$ cat src/rtl/trs_pkg.sv
// shared types and constants of the trs model matrix block
`timescale 1ns / 1ps

package trs_pkg;

   localparam int QUAT_W      = 16;
   localparam int FIX_W       = 32;
   localparam int QPROD_W     = 32;
   localparam int HALF_W      = 33;
   localparam int PROD_W      = 65;
   localparam int FRAC_SHIFT  = 27;
   localparam int QUEUE_DEPTH = 2;
   localparam int PTR_W       = (QUEUE_DEPTH > 1) ? $clog2(QUEUE_DEPTH) : 1;
   localparam int CNT_W       = $clog2(QUEUE_DEPTH + 1);

   localparam logic signed [HALF_W-1:0] ONE_Q27 = 33'sd134217728;
   localparam logic signed [FIX_W-1:0]  ONE_Q16 = 32'sd65536;

   localparam logic [1:0] COL_X    = 2'd0;
   localparam logic [1:0] COL_Y    = 2'd1;
   localparam logic [1:0] COL_Z    = 2'd2;
   localparam logic [1:0] LAST_COL = 2'd3;

   typedef struct packed {
      logic signed [QUAT_W-1:0] quat_x;
      logic signed [QUAT_W-1:0] quat_y;
      logic signed [QUAT_W-1:0] quat_z;
      logic signed [QUAT_W-1:0] quat_w;
      logic signed [FIX_W-1:0]  pos_x;
      logic signed [FIX_W-1:0]  pos_y;
      logic signed [FIX_W-1:0]  pos_z;
      logic signed [FIX_W-1:0]  scale_x;
      logic signed [FIX_W-1:0]  scale_y;
      logic signed [FIX_W-1:0]  scale_z;
   } trs_req_type;

   typedef struct packed {
      logic [1:0]              column_index;
      logic signed [FIX_W-1:0] elem_row0;
      logic signed [FIX_W-1:0] elem_row1;
      logic signed [FIX_W-1:0] elem_row2;
      logic signed [FIX_W-1:0] elem_row3;
      logic                    last_column;
   } trs_rsp_type;

   // half rotation elements in Q27, named by column then row
   typedef struct packed {
      logic signed [HALF_W-1:0] h00;
      logic signed [HALF_W-1:0] h01;
      logic signed [HALF_W-1:0] h02;
      logic signed [HALF_W-1:0] h10;
      logic signed [HALF_W-1:0] h11;
      logic signed [HALF_W-1:0] h12;
      logic signed [HALF_W-1:0] h20;
      logic signed [HALF_W-1:0] h21;
      logic signed [HALF_W-1:0] h22;
      logic signed [FIX_W-1:0]  scale_x;
      logic signed [FIX_W-1:0]  scale_y;
      logic signed [FIX_W-1:0]  scale_z;
      logic signed [FIX_W-1:0]  pos_x;
      logic signed [FIX_W-1:0]  pos_y;
      logic signed [FIX_W-1:0]  pos_z;
   } trs_job_type;

endpackage

$ cat src/rtl/trs_queue.sv
// short job queue between front end and back end
`timescale 1ns / 1ps

module trs_queue (
   input  logic                 clock,
   input  logic                 reset,
   input  logic                 push_i,
   input  trs_pkg::trs_job_type data_i,
   output logic                 full_o,
   input  logic                 pop_i,
   output trs_pkg::trs_job_type data_o,
   output logic                 empty_o
);
   import trs_pkg::*;

   trs_job_type      entry_ff [QUEUE_DEPTH];
   logic [PTR_W-1:0] wr_ptr_ff, wr_ptr_in;
   logic [PTR_W-1:0] rd_ptr_ff, rd_ptr_in;
   logic [CNT_W-1:0] count_ff, count_in;

   function automatic logic [PTR_W-1:0] next_ptr(input logic [PTR_W-1:0] p);
      logic [PTR_W-1:0] n;
      if (p == PTR_W'(QUEUE_DEPTH - 1)) begin
         n = '0;
      end else begin
         n = p + PTR_W'(1);
      end
      return n;
   endfunction

   assign full_o  = (count_ff == CNT_W'(QUEUE_DEPTH));
   assign empty_o = (count_ff == '0);
   assign data_o  = entry_ff[rd_ptr_ff];

   always_comb begin
      wr_ptr_in = push_i ? next_ptr(wr_ptr_ff) : wr_ptr_ff;
      rd_ptr_in = pop_i  ? next_ptr(rd_ptr_ff) : rd_ptr_ff;
      count_in  = count_ff;
      if (push_i && !pop_i) begin
         count_in = count_ff + CNT_W'(1);
      end else if (pop_i && !push_i) begin
         count_in = count_ff - CNT_W'(1);
      end
   end

   always_ff @(posedge clock) begin
      if (reset) begin
         wr_ptr_ff <= '0;
         rd_ptr_ff <= '0;
         count_ff  <= '0;
      end else begin
         wr_ptr_ff <= wr_ptr_in;
         rd_ptr_ff <= rd_ptr_in;
         count_ff  <= count_in;
      end
   end

   always_ff @(posedge clock) begin
      if (push_i) begin
         entry_ff[wr_ptr_ff] <= data_i;
      end
   end

   a_no_overflow: assert property (@(posedge clock) disable iff (reset)
      push_i && !pop_i |-> !full_o)
      else $error("job queue written while full");

   a_no_underflow: assert property (@(posedge clock) disable iff (reset)
      pop_i |-> !empty_o)
      else $error("job queue read while empty");

endmodule

$ cat config.mk
export PLATFORM = sky130hd
export DESIGN_NAME = trs_queue
export DESIGN_NICKNAME = d
export VERILOG_FILES = /design/src/rtl/trs_pkg.sv /design/src/rtl/trs_queue.sv
export SDC_FILE = /design/constraint.sdc
export NUM_CORES = 1
export LEC_CHECK = 0
export BUFFER_PORTS_ARGS = -buffer_cell sky130_fd_sc_hd__buf_2
export CORE_ASPECT_RATIO = 0.5
export CORE_UTILIZATION = 30
export DETAILED_ROUTE_END_ITERATION = 6
export SYNTH_ARGS = -nofsm -noshare
export SYNTH_HDL_FRONTEND = slang
export SYNTH_SLANG_ARGS = --single-unit
$ cat constraint.sdc
create_clock -name clock -period 33.5 [get_ports clock]
set_input_delay 1.675 -clock clock [delete_from_list [all_inputs] [get_ports clock]]
set_output_delay 1.675 -clock clock [all_outputs]
set_load 0.02 [all_outputs]
# Yosys cells after proc, flatten, opt, wreduce, memory -nomap -nowiden
# Memories as Yosys holds them, arrays and structs flattened. A register that Yosys moved wholly into a read port is not among the register bits.
# Cells that the tools add are included.
[op_classes] eq_ne=1 add_sub_neg=4 muxes=8 n_reduce_logical=6
[ops] cell="1-bit 2-to-1 mux" n=6
[ops] cell="2-bit 2-to-1 mux" n=2
[ops] cell="1-bit adder (second input constant)" n=2
[ops] cell="2-bit by 1-bit adder with 2-bit output (second input constant)" n=1
[ops] cell="2-bit equality test (second input constant)" n=1
[ops] cell="1-bit logical AND" n=2
[ops] cell="1-bit logical NOT" n=2
[ops] cell="2-bit logical NOT" n=1
[ops] cell="2-bit nonzero test" n=1
[ops] cell="2-bit by 1-bit subtractor with 2-bit output (second input constant)" n=1
[totals] inputBits=493 ram_bits=978 mem_count=1 word_cells=23 ff_bits=4 output_inout_bits=491
[memory_table] name="entry_ff" depth=2 word_bits=489 read_ports=1 rd_ports_with_merged_regs=1 write_ports=1 line="trs_queue.sv:16" rtl="trs_job_type entry_ff [QUEUE_DEPTH];"

# Longest topological paths before layout
[depth] depth_word=4 depth_mapped=5

# Least setup slack after synthesis
# No wires, ideal clock.
[synth_path] kind="input -> register" from="in push_i" to="mem entry_ff[0][0] in the netlist's numbering, enable pin" setup_slack_ps=9446 setup_ps=1411 stages=1 t_arrival_ps=22643 t_required_ps=32089 cell_sequence="nor2b_1"
[synth_between] elab_chain_len=2
[synth_lines] element="start: declaration" line="trs_queue.sv:7" rtl="input logic push_i,"
[synth_lines] element="1-bit 2-to-1 mux" line="trs_queue.sv:59" rtl="if (push_i) begin"
[synth_lines] element="1-bit 2-to-1 mux (not written as such)" line="trs_queue.sv:60" rtl="entry_ff[wr_ptr_ff] <= data_i;"
[synth_lines] element="end: declaration" line="trs_queue.sv:16"
# Every way passes these cells.

==> results.json <==
{
  "routed-wl-met2_mm": 61.4,
  "post_cts.repair.setup_buffers": 0,
  "drtIter0Drc": 1933,
  "wl_per_cell_um": 30.4,
  "regToRegSetupSlack_ns": 29.26,
  "routed_wirelength_mm": 129,
  "dieArea_sq_um": 120000,
  "path_buf_inv": 5,
  "cp.required_ns": 31.82,
  "io_pins": 984,
  "ant_nets": 0,
  "final.setup_skew_ns": 0.0200,
  "p_sw_mw": 0.734,
  "die_y_um": 245,
  "crit_path_max_fanout": 69,
  "drt_pass1_iterations": 5,
  "worstSetupPathType": "flip-flop to primary output",
  "drc": 0,
  "end_kind": "primary output",
  "cp-start-kind": "flip-flop",
  "period_minus_slack_ns": 7.20,
  "min_path_cells": 2,
  "std_cell_rows": 88,
  "path_common_cell": "buf_4",
  "swShare_pct": 25.0,
  "hold_buffers": 0,
  "antenna_found_initial": 100,
  "r2r_start": "wr_ptr_ff$_SDFFE_PP0P_",
  "crit_chain": "buf_4, buf_4, buf_4, buf_4, mux2_2, buf_2",
  "cts_max_level": 3,
  "setup_violations": 0,
  "p_int_mw": 2.20,
  "multi_input_area_sq_um": 5620,
  "powerDensity_nw_per_um2": 64.8,
  "cp.depth": 6,
  "final_hold_viol_count": 0,
  "critPathCapture": "data_o[383]",
  "pwr-share-clk_pct": 37.1,
  "wl_met3_mm": 9.74,
  "yosysUniqueCellTypes": 16,
  "synth_nets": 2037,
  "yosysWarningCount": 0,
  "finalNetCount": 3079,
  "worst_pin_slew_ns": 1.08,
  "fmax_ghz": 0.139,
  "cts_tree": "done",
  "port_buffers": 983,
  "vias": 19700,
  "slowest_stage": "dfxtp_4",
  "grt.total_usage_pct": 20.9,
  "root_buffer": "clkbuf_16",
  "layout-drive-gt1-share_pct": 60.0,
  "gr-total-overflow": 0,
  "seq_power_share_pct": 49.8,
  "synth-seq-cells": 983,
  "synth_area_sq_um": 35600,
  "rr_worst_depth": 4,
  "holdWs_ns": 0.518,
  "hold_class": "flip-flop to flip-flop",
  "regArea_sq_um": 29500,
  "top_layer": "met5",
  "postCtsResizedCells": 0,
  "start_util_pct": 30.6,
  "vdd_drop_max_v": 0.0000367,
  "fin_crit_sh_pct": 21.5,
  "gp_congestion": 1.15,
  "clk_latency_ns": 0.67,
  "synthCells": 1543,
  "ys_seq_area_share_pct": 82.9,
  "dp_hpwl_mm": 101,
  "setup_tns_ns": 0,
  "clk_pin_slew_worst_paths_ns": 0.06,
  "max_stage_delay_ns": 0.88,
  "area_growth_pct": 27.4,
  "drv_cap": 0,
  "postSynthAreaPerCell_sq_um": 23.0,
  "status": "finished, final reports clean",
  "combinationalPowerShare_pct": 13.1,
  "fillCellCount": 10800,
  "r2r-end": "entry_ff[1][429]$_DFFE_PP_",
  "arrival_ns": 5.52,
  "clockBufferDepth": 3,
  "die_w_um": 489,
  "numCtsBuffers": 90,
  "grt_pass1_vias": 19300,
  "clock-sinks": 983,
  "route.layer.met1.wl_mm": 54.1,
  "cpLargestDelayFamily": "buffers and inverters",
  "slew_violations": 0,
  "leakagePower_nw": 16.6,
  "via_per_inst": 4.64,
  "slew_headroom_pct": 27.8,
  "rsz0062_at_grt": "false",
  "fp.coreArea_sq_um": 116000,
  "grt_max_degree": 152,
  "grt_pass1_wl_mm": 167
}
[flip-flops by register name, indices dropped and copies added, names as in the netlist, named ones only]
| signal | count |
|---|---|
| wr_ptr_ff | 1 |
| count_ff | 2 |
| entry_ff | 978 |
| rd_ptr_ff | 1 |
[synthesized netlist by cell type]
cell | count | share of area [%]
a21oi_1 | 1 | 0.014
o21ai_0 | 1 | 0.014
dfxtp_1 | 5 | 0.28
nor2b_1 | 2 | 0.035
nor2_1 | 5 | 0.053
buf_2 | 21 | 0.30
mux2_1 | 32 | 1.0
ha_1 | 1 | 0.035
edfxtp_1 | 978 | 83
buf_6 | 33 | 1.0
or3_1 | 1 | 0.018
and2_1 | 1 | 0.018
xor2_1 | 2 | 0.049
mux2_2 | 457 | 14
inv_1 | 1 | 0.011
xnor2_1 | 2 | 0.049
[metal layers]
metal / vias to the layer above / track usage [%]
met2: 873 / 33.5
met5: - / 0
met4: 18 / 5.51
li1: 8315 / -
met1: 10200 / 28.3
met3: 273 / 4.97
[stage by stage]
stage / utilization (%) / cells / total power, mW / instance area, sq um / worst slack [ns]
3_3_place_gp: 36.2 / 4068 / 1.87 / 42200 / 27.01
3_5_place_dp: 36.2 / 4068 / 1.87 / 42200 / 26.97
4_1_cts: 38.9 / 4233 / 2.96 / 45300 / 26.20
6_report: 38.9 / 4246 / 2.94 / 45300 / 26.30
2_1_floorplan: - / 1543 / 1.74 / 35600 / 9.45
5_1_grt: 38.9 / 4238 / 3.03 / 45300 / 25.99
[worst min path at each step]
stage	slack, ns	to	start
CTS	0.52	flip-flop	rd_ptr_ff$_SDFFE_PP0P_
detailed placement	0.50	flip-flop	rd_ptr_ff$_SDFFE_PP0P_
floorplan	0.46	count_ff[1]$_SDFFE_PP0P_	count_ff[1]$_SDFFE_PP0P_
finish	0.52	flip-flop	rd_ptr_ff$_SDFFE_PP0P_
global placement	0.48	count_ff[1]$_SDFFE_PP0P_	count_ff[1]$_SDFFE_PP0P_
global route	0.55	flip-flop	rd_ptr_ff$_SDFFE_PP0P_
[cell usage in the layout (no fill, tap or decap), types with 3 or more instances in the layout]
master | netlist | layout
clkinv_1 | 0 | 23
clkinv_4 | 0 | 3
clkbuf_1 | 0 | 12
mux2_1 | 32 | 32
mux2_2 | 457 | 457
diode_2 | 0 | 13
clkinv_2 | 0 | 8
dfxtp_1 | 5 | 4
buf_2 | 21 | 983
nor2_1 | 5 | 5
clkinvlp_4 | 0 | 6
bufinv_16 | 0 | 15
buf_4 | 0 | 19
clkbuf_16 | 0 | 94
edfxtp_1 | 978 | 978
[kinds of logic after synthesis]
kind of cell | synth area share (%)
multiplexers | 15.5
AND/OR/NAND/NOR | 0.123
buffers and inverters | 1.35
adder cells (fa/ha/maj) | 0.0352
AO/OA/AOI/OAI | 0.0281
XOR/XNOR | 0.0985
flip-flops | 82.9
[worst reg2reg max path, stage by stage, from the launching register on]
cell,delay [ns]
dfxtp_1,0.40
and2_4,0.73
buf_4,0.86
buf_4,0.89
buf_12,0.63
[power groups by stage]
stage,clock network [mW],registers [mW],logic [mW]
5_1_grt,1.16,1.47,0.398
2_1_floorplan,0,1.53,0.218
6_report,1.09,1.46,0.383
3_3_place_gp,0,1.49,0.380
3_5_place_dp,0,1.49,0.383
4_1_cts,1.12,1.46,0.385
[layout make-up]
cell class / count / share of cell area (%)
Clock buffer: 108 / 5.35
Multi-Input combinational cell: 505 / 12.4
Sequential cell: 983 / 65.1
Inverter: 1 / 0.00829
Tap cell: 1575 / 4.35
Timing Repair Buffer: 1004 / 11.3
Antenna cell: 13 / 0.0718
Clock inverter: 57 / 1.49
(Power assumes the default switching activity.)
